[src/rtl/tal_pkg.sv]
`default_nettype none
package tal_pkg;

  // Node numbers are 10 bits; the node count follows from that width.
  localparam int NODE_W  = 10;
  localparam int NODES   = 1 << NODE_W;
  localparam int LEVELS  = 10;
  localparam int DEPTH_W = 10;
  localparam int LVL_W   = (LEVELS > 1) ? $clog2(LEVELS) : 1;
  localparam int ANC_AW  = NODE_W + LVL_W;
  // Depth plus a lift step of up to 2^(LEVELS-1), with a carry bit
  localparam int STEP_W  = ((DEPTH_W > LEVELS) ? DEPTH_W : LEVELS) + 1;

  typedef enum logic [1:0] {
    KIND_ROOT   = 2'd0,
    KIND_ATTACH = 2'd1,
    KIND_QUERY  = 2'd2,
    KIND_NONE   = 2'd3
  } kind_e;

  typedef enum logic [4:0] {
    ST_IDLE,
    ST_ROOT,
    ST_ATT0,
    ST_ATTD,
    ST_ATTL,
    ST_QD0,
    ST_QD1,
    ST_QD2,
    ST_LCHK,
    ST_LANC,
    ST_LDEP,
    ST_QEQ,
    ST_URX,
    ST_URY,
    ST_UCMP,
    ST_FRD,
    ST_FWAIT,
    ST_DONE
  } state_e;

  typedef struct packed {
    logic              re;
    logic [ANC_AW-1:0] raddr;
    logic              we;
    logic [ANC_AW-1:0] waddr;
    logic [NODE_W-1:0] wdata;
  } anc_req_t;

  typedef struct packed {
    logic               re;
    logic [NODE_W-1:0]  raddr;
    logic               we;
    logic [NODE_W-1:0]  waddr;
    logic [DEPTH_W-1:0] wdata;
  } dep_req_t;

endpackage
`default_nettype wire

[src/rtl/tal_ctrl.sv]
`default_nettype none
module tal_ctrl (
  input  wire logic                        clk_i,
  input  wire logic                        rst_ni,
  input  wire logic                        req_valid_i,
  output logic                             req_ready_o,
  input  wire logic [1:0]                  kind_i,
  input  wire logic [tal_pkg::NODE_W-1:0]  node_a_i,
  input  wire logic [tal_pkg::NODE_W-1:0]  node_b_i,
  input  wire logic                        out_free_i,
  output logic                             res_valid_o,
  output logic [tal_pkg::NODE_W-1:0]       res_data_o,
  output tal_pkg::anc_req_t                anc_req_o,
  input  wire logic [tal_pkg::NODE_W-1:0]  anc_rdata_i,
  output tal_pkg::dep_req_t                dep_req_o,
  input  wire logic [tal_pkg::DEPTH_W-1:0] dep_rdata_i
);

  localparam logic [tal_pkg::LVL_W-1:0] LVL_TOP = tal_pkg::LVL_W'(tal_pkg::LEVELS - 1);
  localparam logic [tal_pkg::LVL_W-1:0] LVL_ONE = tal_pkg::LVL_W'(1);
  localparam logic [tal_pkg::LVL_W-1:0] LVL_ZERO = '0;

  tal_pkg::state_e st_q, st_d;

  logic [tal_pkg::NODE_W-1:0]  x_q, x_d, y_q, y_d, tx_q, tx_d;
  logic [tal_pkg::DEPTH_W-1:0] dx_q, dx_d, dy_q, dy_d;
  logic [tal_pkg::LVL_W-1:0]   lvl_q, lvl_d;

  logic                        accept;
  logic [tal_pkg::STEP_W-1:0]  step;
  logic [tal_pkg::STEP_W-1:0]  need;
  logic                        take;
  logic                        differ;
  logic [tal_pkg::NODE_W-1:0]  nx;

  assign accept = req_valid_i && req_ready_o;

  // Shared compare: lift when the deeper node is at least 2^lvl below the other
  assign step   = tal_pkg::STEP_W'(1) << lvl_q;
  assign need   = tal_pkg::STEP_W'(dy_q) + step;
  assign take   = tal_pkg::STEP_W'(dx_q) >= need;
  assign differ = tx_q != anc_rdata_i;
  assign nx     = differ ? tx_q : x_q;

  // Next state
  always_comb begin
    st_d = st_q;
    case (st_q)
      tal_pkg::ST_IDLE: begin
        if (req_valid_i) begin
          case (tal_pkg::kind_e'(kind_i))
            tal_pkg::KIND_ROOT:   st_d = tal_pkg::ST_ROOT;
            tal_pkg::KIND_ATTACH: st_d = tal_pkg::ST_ATT0;
            tal_pkg::KIND_QUERY:  st_d = tal_pkg::ST_QD0;
            default:              st_d = tal_pkg::ST_IDLE;
          endcase
        end
      end
      tal_pkg::ST_ROOT: if (lvl_q == LVL_TOP) st_d = tal_pkg::ST_IDLE;
      tal_pkg::ST_ATT0: st_d = tal_pkg::ST_ATTD;
      tal_pkg::ST_ATTD: st_d = (tal_pkg::LEVELS > 1) ? tal_pkg::ST_ATTL : tal_pkg::ST_IDLE;
      tal_pkg::ST_ATTL: if (lvl_q == LVL_TOP) st_d = tal_pkg::ST_IDLE;
      tal_pkg::ST_QD0:  st_d = tal_pkg::ST_QD1;
      tal_pkg::ST_QD1:  st_d = tal_pkg::ST_QD2;
      tal_pkg::ST_QD2:  st_d = tal_pkg::ST_LCHK;
      tal_pkg::ST_LCHK: begin
        if (take) begin
          st_d = tal_pkg::ST_LANC;
        end else if (lvl_q == LVL_ZERO) begin
          st_d = tal_pkg::ST_QEQ;
        end
      end
      tal_pkg::ST_LANC: st_d = tal_pkg::ST_LDEP;
      tal_pkg::ST_LDEP: st_d = (lvl_q == LVL_ZERO) ? tal_pkg::ST_QEQ : tal_pkg::ST_LCHK;
      tal_pkg::ST_QEQ:  st_d = (x_q == y_q) ? tal_pkg::ST_DONE : tal_pkg::ST_URX;
      tal_pkg::ST_URX:  st_d = tal_pkg::ST_URY;
      tal_pkg::ST_URY:  st_d = tal_pkg::ST_UCMP;
      tal_pkg::ST_UCMP: st_d = (lvl_q == LVL_ZERO) ? tal_pkg::ST_FRD : tal_pkg::ST_URY;
      tal_pkg::ST_FRD:  st_d = tal_pkg::ST_FWAIT;
      tal_pkg::ST_FWAIT: st_d = tal_pkg::ST_DONE;
      tal_pkg::ST_DONE: if (out_free_i) st_d = tal_pkg::ST_IDLE;
      default:          st_d = tal_pkg::ST_IDLE;
    endcase
  end

  // Datapath and memory requests
  always_comb begin
    x_d   = x_q;
    y_d   = y_q;
    tx_d  = tx_q;
    dx_d  = dx_q;
    dy_d  = dy_q;
    lvl_d = lvl_q;
    anc_req_o = '0;
    dep_req_o = '0;
    req_ready_o = 1'b0;
    res_valid_o = 1'b0;
    res_data_o  = x_q;
    case (st_q)
      tal_pkg::ST_IDLE: begin
        req_ready_o = 1'b1;
        if (req_valid_i) begin
          x_d   = node_a_i;
          y_d   = node_b_i;
          lvl_d = LVL_ZERO;
        end
      end
      tal_pkg::ST_ROOT: begin
        anc_req_o.we    = 1'b1;
        anc_req_o.waddr = {x_q, lvl_q};
        anc_req_o.wdata = x_q;
        dep_req_o.we    = 1'b1;
        dep_req_o.waddr = x_q;
        dep_req_o.wdata = '0;
        lvl_d = lvl_q + LVL_ONE;
      end
      tal_pkg::ST_ATT0: begin
        anc_req_o.we    = 1'b1;
        anc_req_o.waddr = {y_q, LVL_ZERO};
        anc_req_o.wdata = x_q;
        anc_req_o.re    = 1'b1;
        anc_req_o.raddr = {x_q, LVL_ZERO};
        dep_req_o.re    = 1'b1;
        dep_req_o.raddr = x_q;
        lvl_d = LVL_ONE;
      end
      tal_pkg::ST_ATTD: begin
        dep_req_o.we    = 1'b1;
        dep_req_o.waddr = y_q;
        dep_req_o.wdata = dep_rdata_i + tal_pkg::DEPTH_W'(1);
      end
      tal_pkg::ST_ATTL: begin
        anc_req_o.we    = 1'b1;
        anc_req_o.waddr = {y_q, lvl_q};
        anc_req_o.wdata = anc_rdata_i;
        if (lvl_q != LVL_TOP) begin
          anc_req_o.re    = 1'b1;
          anc_req_o.raddr = {anc_rdata_i, lvl_q};
          lvl_d = lvl_q + LVL_ONE;
        end
      end
      tal_pkg::ST_QD0: begin
        dep_req_o.re    = 1'b1;
        dep_req_o.raddr = x_q;
      end
      tal_pkg::ST_QD1: begin
        dep_req_o.re    = 1'b1;
        dep_req_o.raddr = y_q;
        dx_d = dep_rdata_i;
      end
      tal_pkg::ST_QD2: begin
        // Keep the deeper node in x
        if (dx_q < dep_rdata_i) begin
          x_d  = y_q;
          y_d  = x_q;
          dx_d = dep_rdata_i;
          dy_d = dx_q;
        end else begin
          dy_d = dep_rdata_i;
        end
        lvl_d = LVL_TOP;
      end
      tal_pkg::ST_LCHK: begin
        if (take) begin
          anc_req_o.re    = 1'b1;
          anc_req_o.raddr = {x_q, lvl_q};
        end else if (lvl_q != LVL_ZERO) begin
          lvl_d = lvl_q - LVL_ONE;
        end
      end
      tal_pkg::ST_LANC: begin
        x_d = anc_rdata_i;
        dep_req_o.re    = 1'b1;
        dep_req_o.raddr = anc_rdata_i;
      end
      tal_pkg::ST_LDEP: begin
        dx_d = dep_rdata_i;
        if (lvl_q != LVL_ZERO) begin
          lvl_d = lvl_q - LVL_ONE;
        end
      end
      tal_pkg::ST_QEQ: begin
        lvl_d = LVL_TOP;
      end
      tal_pkg::ST_URX: begin
        anc_req_o.re    = 1'b1;
        anc_req_o.raddr = {x_q, lvl_q};
      end
      tal_pkg::ST_URY: begin
        tx_d = anc_rdata_i;
        anc_req_o.re    = 1'b1;
        anc_req_o.raddr = {y_q, lvl_q};
      end
      tal_pkg::ST_UCMP: begin
        if (differ) begin
          x_d = tx_q;
          y_d = anc_rdata_i;
        end
        if (lvl_q != LVL_ZERO) begin
          anc_req_o.re    = 1'b1;
          anc_req_o.raddr = {nx, lvl_q - LVL_ONE};
          lvl_d = lvl_q - LVL_ONE;
        end
      end
      tal_pkg::ST_FRD: begin
        anc_req_o.re    = 1'b1;
        anc_req_o.raddr = {x_q, LVL_ZERO};
      end
      tal_pkg::ST_FWAIT: begin
        x_d = anc_rdata_i;
      end
      tal_pkg::ST_DONE: begin
        res_valid_o = out_free_i;
      end
      default: begin
      end
    endcase
  end

  always_ff @(posedge clk_i or negedge rst_ni) begin
    if (!rst_ni) begin
      st_q  <= tal_pkg::ST_IDLE;
      lvl_q <= '0;
    end else begin
      st_q  <= st_d;
      lvl_q <= lvl_d;
    end
  end

  always_ff @(posedge clk_i) begin
    x_q  <= x_d;
    y_q  <= y_d;
    tx_q <= tx_d;
    dx_q <= dx_d;
    dy_q <= dy_d;
  end

`ifndef ASSERT_OFF
  // Query lift and climb states never write the ancestor or depth table
  a_query_no_write: assert property (@(posedge clk_i) disable iff (!rst_ni)
    (st_q == tal_pkg::ST_LCHK || st_q == tal_pkg::ST_LANC || st_q == tal_pkg::ST_URX ||
     st_q == tal_pkg::ST_URY || st_q == tal_pkg::ST_UCMP || st_q == tal_pkg::ST_FRD)
    |-> !anc_req_o.we && !dep_req_o.we)
    else $error("table written during query");

  a_res_needs_room: assert property (@(posedge clk_i) disable iff (!rst_ni)
    res_valid_o |-> out_free_i)
    else $error("result issued while output busy");

  a_query_start: assert property (@(posedge clk_i) disable iff (!rst_ni)
    (accept && kind_i == tal_pkg::KIND_QUERY) |=> st_q == tal_pkg::ST_QD0)
    else $error("query did not start with depth read");

  a_result_leaves: assert property (@(posedge clk_i) disable iff (!rst_ni)
    res_valid_o |=> st_q == tal_pkg::ST_IDLE)
    else $error("sequencer did not return to idle after result");

  a_lvl_range: assert property (@(posedge clk_i) disable iff (!rst_ni)
    st_q != tal_pkg::ST_IDLE |-> lvl_q <= LVL_TOP)
    else $error("level counter out of range");
`endif

endmodule
`default_nettype wire

[config.mk]
export PLATFORM = sky130hd
export DESIGN_NAME = tal_ctrl
export DESIGN_NICKNAME = d
export VERILOG_FILES = /design/src/rtl/tal_pkg.sv /design/src/rtl/tal_ctrl.sv
export SDC_FILE = /design/constraint.sdc
export NUM_CORES = 1
export LEC_CHECK = 0
export BUFFER_PORTS_ARGS = -buffer_cell sky130_fd_sc_hd__buf_2
export CAP_MARGIN = 10
export CORE_MARGIN = 3
export CORE_UTILIZATION = 50
export CTS_BUF_LIST = sky130_fd_sc_hd__clkbuf_8 sky130_fd_sc_hd__clkbuf_16
export CTS_CLUSTER_DIAMETER = 100
export CTS_CLUSTER_SIZE = 24
export DETAILED_ROUTE_END_ITERATION = 7
export GPL_TIMING_DRIVEN = 0
export HOLD_SLACK_MARGIN = 0.02
export PLACE_DENSITY = 0.88
export SLEW_MARGIN = 20
export SYNTH_ARGS = -nofsm -noshare
export SYNTH_HDL_FRONTEND = slang
export SYNTH_SLANG_ARGS = --single-unit
[constraint.sdc]
create_clock -name clk_i -period 5.29 [get_ports clk_i]
set_clock_uncertainty 0.1 [all_clocks]
set_input_delay 1.058 -clock clk_i [delete_from_list [all_inputs] [get_ports clk_i]]
set_output_delay 1.058 -clock clk_i [all_outputs]
set_load 0.01 [all_outputs]
# Yosys cells after proc, flatten, opt, wreduce, memory -nomap -nowiden
# Index checks and enable logic that the tools add are counted.
# Widths: inputs -> output; s select.
[word_totals]
mem_bits_ro = 0
ram_bits = 0
memories = 0
latchBits = 0
ff_bits = 59
output_inout_bits = 84
[op_classes]
mul = 0
reduce_logical = 20
bitwise = 0
n_lt_le_gt_ge = 2
eq_ne = 31
muxes = 35
n_addsub = 4
n_div = 0
n_shift = 1
[ops]
columns = ["operator", "count"]
rows = [
  ["$pmux 15 s6", 1],
  ["$pmux 5 s17", 1],
  ["$mux 10", 8],
  ["$pmux 25 s3", 1],
  ["$mux 15", 3],
  ["$pmux 21 s2", 1],
  ["$eq 5x4->1 const B", 8],
  ["$pmux 10 s4", 1],
  ["$pmux 11 s3", 1],
  ["$mux 5", 6],
  ["$pmux 10 s3", 1],
  ["$pmux 4 s7", 1],
  ["$eq 5x3->1 const B", 4],
  ["$pmux 10 s2", 1],
  ["$mux 4", 4],
  ["$reduce_or 2->1", 7],
  ["$ne 2x2->1 const B", 6],
  ["$reduce_and 4->1", 3],
  ["$add 10x11->11", 1],
  ["$ge 10x11->1", 1],
  ["$shl 1x4->11 const A", 1],
  ["$add 10x1->10 const B", 1],
  ["$eq 10x10->1", 1],
  ["$eq 5x2->1 const B", 2],
  ["other kinds (24)", 28],
]

# Depth between registers and ports, before layout
# Gate-level depths: netlist of run 1.
[depth]
depth_word = 5
mapped_depth = 19
depth_no_buf = 19

# Worst setup path before layout of run 1
# No wires, ideal clock.
[synth_timing]
path_type = "register to output"
from = "reg lvl_q[0] (netlist bit)"
to = "out anc_req_o[27] (netlist bit)"
path_stages_with_launch = 20
required_ps = 4132
path_buffers = 0
setup_slack_ps = -36
arrival_time_ps = 4168
path_cell_list = "dfrtp_1 -> inv_1 -> ha_1 -> nor3b_2 -> ha_1 -> inv_1 -> fa_1 -> nor2b_1 -> o31a_1 -> nor3_1 -> o21bai_1 -> a21oi_1 -> xor2_1 -> ha_1 -> o21a_1 -> o32ai_1 -> or4b_4 -> a211oi_4 -> a21oi_1 -> a31oi_1"
[synth_rtl]
columns = ["item", "line", "rtl"]
rows = [
  ["start: declaration", "tal_ctrl.sv:27", "logic [tal_pkg::LVL_W-1:0] lvl_q, lvl_d;"],
  ["start signal: assignment", "tal_ctrl.sv:226", "lvl_q <= lvl_d;"],
  ["end: declaration", "tal_ctrl.sv:13", "output tal_pkg::anc_req_t anc_req_o,"],
]

==> results.json, run 1 <==
{
  "cts_inserted_buffers": 9,
  "place_ws_ns": -0.7231,
  "filler_cell_count": 847,
  "die_w_um": 111.1,
  "synthArstFlopShare": 0.1525,
  "synth-seq-cells": 59,
  "yosys.area.top_type_share": 0.2720,
  "critical_path.startpoint_type": "register",
  "cell_type_contributing_the_most_total_cell_area_after_synthesis": "sky130_fd_sc_hd__edfxtp_1",
  "design.core.area_sq_um": 10510,
  "clk_transition_reported_paths_ns": 0.08,
  "path_class": "reg -> out",
  "detailroute.via_count": 6152,
  "setup_viol_count_final": 15,
  "viasPerCell": 6.566,
  "antenna_diode_instance_count": 0,
  "maxSlewHeadroom": 0.2742,
  "post_layout_nets": 880,
  "hold_buffers": 0,
  "grt_first_pass_wirelength_um": 30840,
  "antenna_found_initial": 0,
  "maxClockFrequency_mhz": 173.8,
  "placement_rows": 37,
  "cells_traversed_along_the_worst_timing_path": "buf_4 -> clkbuf_8 -> nor2_1 -> and2_1 -> ha_4 -> nor2b_2 -> o31a_1 -> buf_4 -> o21ai_0 -> nand2_1 -> o21ai_0 -> ha_1 -> and3_1 -> a2111o_1 -> a21oi_4 -> a211oi_4 -> buf_12 -> a21oi_2 -> o21ai_1 -> buf_2",
  "drc_errors": 0,
  "status": "finished, violations left",
  "vdd_ir_drop_max_uv": 349.1,
  "flow.area_growth_from_synthesis_pct": 25.44,
  "most_frequent_cells_after_synthesis": "sky130_fd_sc_hd__nand2_1, sky130_fd_sc_hd__edfxtp_1, sky130_fd_sc_hd__nor2_1, sky130_fd_sc_hd__a22o_1, sky130_fd_sc_hd__inv_1",
  "synth.avg_cell_area_sq_um": 8.705,
  "power_density_nw_per_um2": 549.3,
  "fin_crit_sh": 1.087,
  "layout-drive-gt1-share": 0.2772,
  "cts_root_buf": "sky130_fd_sc_hd__clkbuf_8",
  "clock_latency_reported_for_the_late_side_of_the_worst_skew_pair_ns": 0.36,
  "synth.area.top_cells": "sky130_fd_sc_hd__edfxtp_1, sky130_fd_sc_hd__ha_1, sky130_fd_sc_hd__a22o_1",
  "seqCellArea_sq_um": 1729,
  "total_leakage_power_uw": 0.003217,
  "maximum_number_of_pins_on_one_net_before_global_route_repair": 20,
  "last_weighted_congestion_value_of_the_routability_driven_placer": 1.056,
  "post_synth_inst_count": 634,
  "max_stage_delay_ns": 0.41,
  "antenna_violating_nets_post_route": 0,
  "dieHeight_um": 111.1,
  "multi_input_area_sq_um": 3618,
  "timing.critical_path.required_ns": 4.13,
  "tritoncts": "yes",
  "slew_at_the_pin_closest_to_its_max_slew_limit_ns": 1.080,
  "detail_route.wl_per_cell_um": 21.29,
  "cts.path.max_buffers": 2,
  "failed_checks": "setup timing",
  "tritoncts_num_sinks": 59,
  "htreeDepth": 3,
  "timing.hold.worst.class": "in -> async",
  "gr-usage-all-layers": 0.3089,
  "drv.max_cap_violation_count": 0,
  "timing.final.hold_violations": 0,
  "post-synth-top-count-cell": "sky130_fd_sc_hd__nand2_1",
  "final_critical_path_setup_slack_ns": -0.4626,
  "detailedPlacementHpwl_um": 13960,
  "grt_setup_unrepaired": "true",
  "mapped_cell_area_sq_um": 5519,
  "dominantRegCellSynth": "sky130_fd_sc_hd__edfxtp_1",
  "yosysUniqueCellTypes": 70,
  "min_period_ns": 5.753,
  "via_count_of_the_first_global_routing_pass": 5781,
  "final.setup.tns_ns": -6.620,
  "worst_path_max_delay_cell": "sky130_fd_sc_hd__a2111o_1",
  "endpoint_kind": "primary output",
  "floorplan.die_area_sq_um": 12330,
  "detail_route.iter0.violations": 1188,
  "final_max_slew_viol_count": 0,
  "detail_route.wirelength_um": 19950,
  "synth_enable_flop_cells": 50,
  "grt_remaining_overflow": 0,
  "synth.net_count": 718,
  "drtPass1Iterations": 8,
  "yosysSeqAreaShare": 0.3129,
  "yosysWarnings": 0,
  "ioPinCount": 130,
  "critical_path.max_fanout": 10,
  "starting_density_of_the_core": 0.5252,
  "worstPathArrival_ns": 4.59,
  "numPortBuffers": 129
}
## worst max-delay path: cells and delay by family (launching register included)
family	cells	cell delay, ns
AND/OR/NAND/NOR	5	0.83
adder cells (fa/ha/maj)	2	0.51
flip-flops	1	0.37
AO/OA/AOI/OAI	8	1.73
buffers and inverters	5	0.81
## sequential cells by signal (all words and copies together) (netlist names)
signal	flops
dy_q	10
y_q	10
st_q	5
res_data_o	10
tx_q	10
dx_q	10
lvl_q	4
## stage by stage
step / utilization / power (uW) / hold WS, ns / cells / instance area [sq um]
final: 0.6588 / 3803 / 0.4503 / 937 / 6923
after global routing: 0.6588 / 4001 / 0.4614 / 937 / 6923
after CTS: 0.6509 / 3645 / 0.4473 / 934 / 6840
after detailed placement: 0.6039 / 3015 / 0.5109 / 899 / 6346
after global placement: 0.6034 / 2972 / 0.5062 / 899 / 6341
after floorplan: - / 2262 / 0.4654 / 634 / 5525
## path summary, 6_finish.rpt
kind / start / to / slack (ns) / cells after the start
min in group clk_i: dx_q[1] / dy_q[1] / 0.55 / 1
hold reg to reg: dx_q[1] / dy_q[1] / 0.55 / 1
setup reg to reg: lvl_q[3] / lvl_q[0] / 0.54 / 21
max in group asynchronous: rst_ni / lvl_q[1] / 4.40 / 1
hold / removal: rst_ni / lvl_q[0] / 0.45 / 1
setup / recovery: lvl_q[3] / anc_req_o[30] / -0.46 / 20
## area by class of cell
cell class / instances / area share
inverter: 43 / 0.02404
multi-input combinational: 488 / 0.5227
clock buffer: 9 / 0.01789
timing repair buffer: 150 / 0.1193
clock inverter: 7 / 0.01356
sequential: 59 / 0.2498
tap: 136 / 0.02458
buffer: 45 / 0.02819
## layout by cell type, fill, tap and decap left out, types with 4 or more instances in the layout
master / count
sky130_fd_sc_hd__a21o_1: 9
sky130_fd_sc_hd__a21oi_1: 20
sky130_fd_sc_hd__a21oi_2: 7
sky130_fd_sc_hd__a221o_1: 11
sky130_fd_sc_hd__a222oi_1: 20
sky130_fd_sc_hd__a22o_1: 42
sky130_fd_sc_hd__a22oi_1: 12
sky130_fd_sc_hd__and2_1: 12
sky130_fd_sc_hd__and3_1: 8
sky130_fd_sc_hd__buf_1: 7
sky130_fd_sc_hd__buf_2: 135
sky130_fd_sc_hd__buf_4: 21
sky130_fd_sc_hd__clkbuf_1: 28
sky130_fd_sc_hd__clkbuf_8: 10
sky130_fd_sc_hd__dfrtp_1: 7
sky130_fd_sc_hd__edfxtp_1: 50
sky130_fd_sc_hd__ha_1: 32
sky130_fd_sc_hd__inv_1: 40
sky130_fd_sc_hd__mux2_1: 8
sky130_fd_sc_hd__nand2_1: 58
sky130_fd_sc_hd__nand2b_1: 10
sky130_fd_sc_hd__nand3_1: 16
sky130_fd_sc_hd__nand4_1: 5
sky130_fd_sc_hd__nor2_1: 43
sky130_fd_sc_hd__nor2b_1: 8
sky130_fd_sc_hd__nor3_1: 13
sky130_fd_sc_hd__nor3_2: 4
sky130_fd_sc_hd__nor4_1: 5
sky130_fd_sc_hd__o21a_1: 4
sky130_fd_sc_hd__o21ai_0: 30
sky130_fd_sc_hd__o21ai_1: 7
sky130_fd_sc_hd__o21ai_2: 4
sky130_fd_sc_hd__xnor2_1: 20
sky130_fd_sc_hd__xor2_1: 17
## where the power goes
| group | switching [uW] | total [uW] | internal, uW | leakage (uW) |
|---|---|---|---|---|
| Combinational | 1510 | 2510 | 1000 | 0.00253 |
| Clock | 211 | 475 | 264 | 0.000111 |
| Sequential | 142 | 815 | 673 | 0.000574 |
| Total | 1860 | 3800 | 1940 | 0.00322 |
## metal layers
metal / share of wire / track usage / vias to the layer above
li1: - / - / 2704
met1: 0.39 / 0.4303 / 2842
met2: 0.44 / 0.4547 / 512
met3: 0.14 / 0.07751 / 94
met4: 0.036 / 0.1330 / 0
met5: 0 / 0 / -
## logic make-up (layout without fill, tap and decap cells)
family                     count (synthesis)  in the layout  synth area share
AOI/OAI and AO/OA                        200            201            0.2725
and+or+nand+nor                          199            199            0.1793
buffers and inverters                     88            254           0.06234
DFF                                       59             59            0.3129
adders and majority gates                 38             38           0.08751
xor gates and xnor gates                  37             37           0.05872
muxes                                     13             13           0.02675
## timing repair
action                                  4_1_cts  5_1_grt
gates cloned                                  1        0
pin swaps                                    15       10
setup buffers                                18        3
endpoints found under the setup margin       15       15
resized for setup                            31       10
Power figures use the tool's default switching activity.
==> run 2, diff against run 1 <==
--- a/config.mk
+++ b/config.mk
@@ -7,13 +7,12 @@
 export LEC_CHECK = 0
 export BUFFER_PORTS_ARGS = -buffer_cell sky130_fd_sc_hd__buf_2
 export CAP_MARGIN = 10
-export CORE_MARGIN = 3
+export CORE_ASPECT_RATIO = 1.2
 export CORE_UTILIZATION = 50
 export CTS_BUF_LIST = sky130_fd_sc_hd__clkbuf_8 sky130_fd_sc_hd__clkbuf_16
 export CTS_CLUSTER_DIAMETER = 100
 export CTS_CLUSTER_SIZE = 24
 export DETAILED_ROUTE_END_ITERATION = 7
-export GPL_TIMING_DRIVEN = 0
 export HOLD_SLACK_MARGIN = 0.02
 export PLACE_DENSITY = 0.88
 export SLEW_MARGIN = 20
==> results.json, run 2 (same netlist as run 1, synthesis figures left out) <==
{
  "starting_density_of_the_core": 0.5197,
  "drtPass1Iterations": 8,
  "maxClockFrequency_mhz": 175.8,
  "cells_traversed_along_the_worst_timing_path": "buf_4 -> ha_2 -> ha_1 -> nor2b_1 -> ha_1 -> o21a_1 -> o31a_1 -> buf_4 -> buf_4 -> o21ai_0 -> nand2_1 -> o21ai_0 -> ha_1 -> and3_1 -> a2111o_1 -> a21oi_2 -> a211oi_4 -> buf_12 -> a21oi_4 -> o21ai_1 -> buf_2",
  "timing.final.hold_violations": 0,
  "final.setup.tns_ns": -5.014,
  "grt_setup_unrepaired": "true",
  "numPortBuffers": 129,
  "clock_latency_reported_for_the_late_side_of_the_worst_skew_pair_ns": 0.33,
  "layout_common_cells": "sky130_fd_sc_hd__buf_2, sky130_fd_sc_hd__nand2_1, sky130_fd_sc_hd__edfxtp_1",
  "viasPerCell": 6.743,
  "setup_viol_count_final": 15,
  "max_stage_delay_ns": 0.40,
  "timing.reg2reg.setup_slack_ns": 0.71,
  "grt_remaining_overflow": 0,
  "cts_inserted_buffers": 9,
  "detail_route.iter0.violations": 830,
  "maxSlewHeadroom": 0.3297,
  "slew_at_the_pin_closest_to_its_max_slew_limit_ns": 1.005,
  "grt_first_pass_wirelength_um": 30190,
  "cpLargestDelayFamily": "compound AO/OA/AOI/OAI gates",
  "post_layout_nets": 849,
  "flow.area_growth_from_synthesis_pct": 24.01,
  "tritoncts": "yes",
  "layout.cell_area.non_filler_sq_um": 6844,
  "total_leakage_power_uw": 0.003207,
  "gr-usage-all-layers": 0.3413,
  "cts_root_buf": "sky130_fd_sc_hd__clkbuf_16",
  "power_density_nw_per_um2": 555.6,
  "filler_cell_count": 845,
  "cts.path.max_buffers": 2,
  "hold_buffers": 0,
  "status": "finished, violations left",
  "placement_rows": 41,
  "fin_crit_sh": 1.075,
  "drv.max_cap_violation_count": 0,
  "die_w_um": 97.91,
  "regToRegStartpoint": "lvl_q[0]",
  "startpoint": "lvl_q[0]",
  "dieHeight_um": 117.1,
  "antenna_found_initial": 0,
  "most_frequent_standard_cell_in_the_layout_excluding_fill_and_tap_cells": "sky130_fd_sc_hd__buf_2",
  "detail_route.wl_per_cell_um": 22.02,
  "critical_path.max_fanout": 8,
  "placed_cell_area_sq_um": 6359,
  "via_count_of_the_first_global_routing_pass": 5776,
  "detailedPlacementHpwl_um": 14160,
  "worst_path_max_delay_cell": "sky130_fd_sc_hd__a2111o_1",
  "layout-drive-gt1-share": 0.2857,
  "final_max_slew_viol_count": 0,
  "detail_route.wirelength_um": 19800,
  "timing.hold.worst.class": "in -> async",
  "final_core_util": 0.6445,
  "failed_checks": "DRC, setup timing",
  "final_critical_path_setup_slack_ns": -0.3979,
  "maximum_number_of_pins_on_one_net_before_global_route_repair": 35,
  "last_weighted_congestion_value_of_the_routability_driven_placer": 0.9976,
  "worstPathBufferInverterCount": 5,
  "r2r_end": "lvl_q[0]",
  "vdd_ir_drop_max_uv": 298.7,
  "detailroute.via_count": 6062,
  "ioPinCount": 130,
  "htreeDepth": 3,
  "worst_r2r_path_depth": 21,
  "critical_path_cell_count": 21,
  "worstPathArrival_ns": 4.53,
  "floorplan.die_area_sq_um": 11460,
  "antenna_diode_instance_count": 0,
  "timing.critical_path.required_ns": 4.13,
  "tritoncts_num_sinks": 59,
  "drc_errors": 3,
  "path_class": "reg -> out",
  "endpoint_kind": "primary output",
  "antenna_violating_nets_post_route": 0,
  "clk_transition_reported_paths_ns": 0.06,
  "min_period_ns": 5.688,
  "critical_path.startpoint_type": "register",
  "design.core.area_sq_um": 10620
}
-- run 2: routing by layer --
layer  routed length (um)  global-route usage
met5                    0                   0
met4                 1035              0.1960
met3                 2202             0.05404
met2                 9623              0.6014
met1                 6935              0.3992
-- run 2: metrics by stage --
stage | instances | total power [uW] | hold slack, ns | setup WS, ns
3_3_place_gp | 874 | 3011 | 0.4984 | 0.1134
3_5_place_dp | 874 | 3071 | 0.5007 | -0.09529
5_1_grt | 899 | 4001 | 0.4965 | -0.4847
4_1_cts | 896 | 3702 | 0.4861 | -0.3455
2_1_floorplan | 634 | 2262 | 0.4654 | 0.01846
6_report | 899 | 3803 | 0.4859 | -0.3979
-- run 2: power breakdown --
part | internal (uW) | switching, uW | total [uW]
Sequential | 674 | 278 | 951
Combinational | 987 | 1330 | 2320
Clock | 314 | 221 | 535
-- run 2: layout make-up --
class	instances	area, sq um	share of cell area
clock inverters	7	43.79	0.006399
clock buffers	9	225.2	0.03291
well taps	129	161.4	0.02358
inverters	43	161.4	0.02358
flip-flops and latches	59	1727	0.2523
repair buffers	164	927.1	0.1355
multi-input cells	488	3598	0.5258
-- run 2: timing repair --
item	CTS	global route
resized for setup	23	6
buffers inserted	5	3
endpoints found under the setup margin	15	15
gates cloned	1	0
hold endpoints to repair	0	0
pin swaps	23	12
-- run 2: worst max path at each step --
stage                                to  slack [ns]
final                     anc_req_o[34]       -0.40
after CTS                 anc_req_o[35]       -0.35
after global placement    anc_req_o[26]        0.11
after detailed placement  anc_req_o[36]        -0.1
after floorplan           anc_req_o[27]        0.02
after global routing      anc_req_o[30]       -0.48
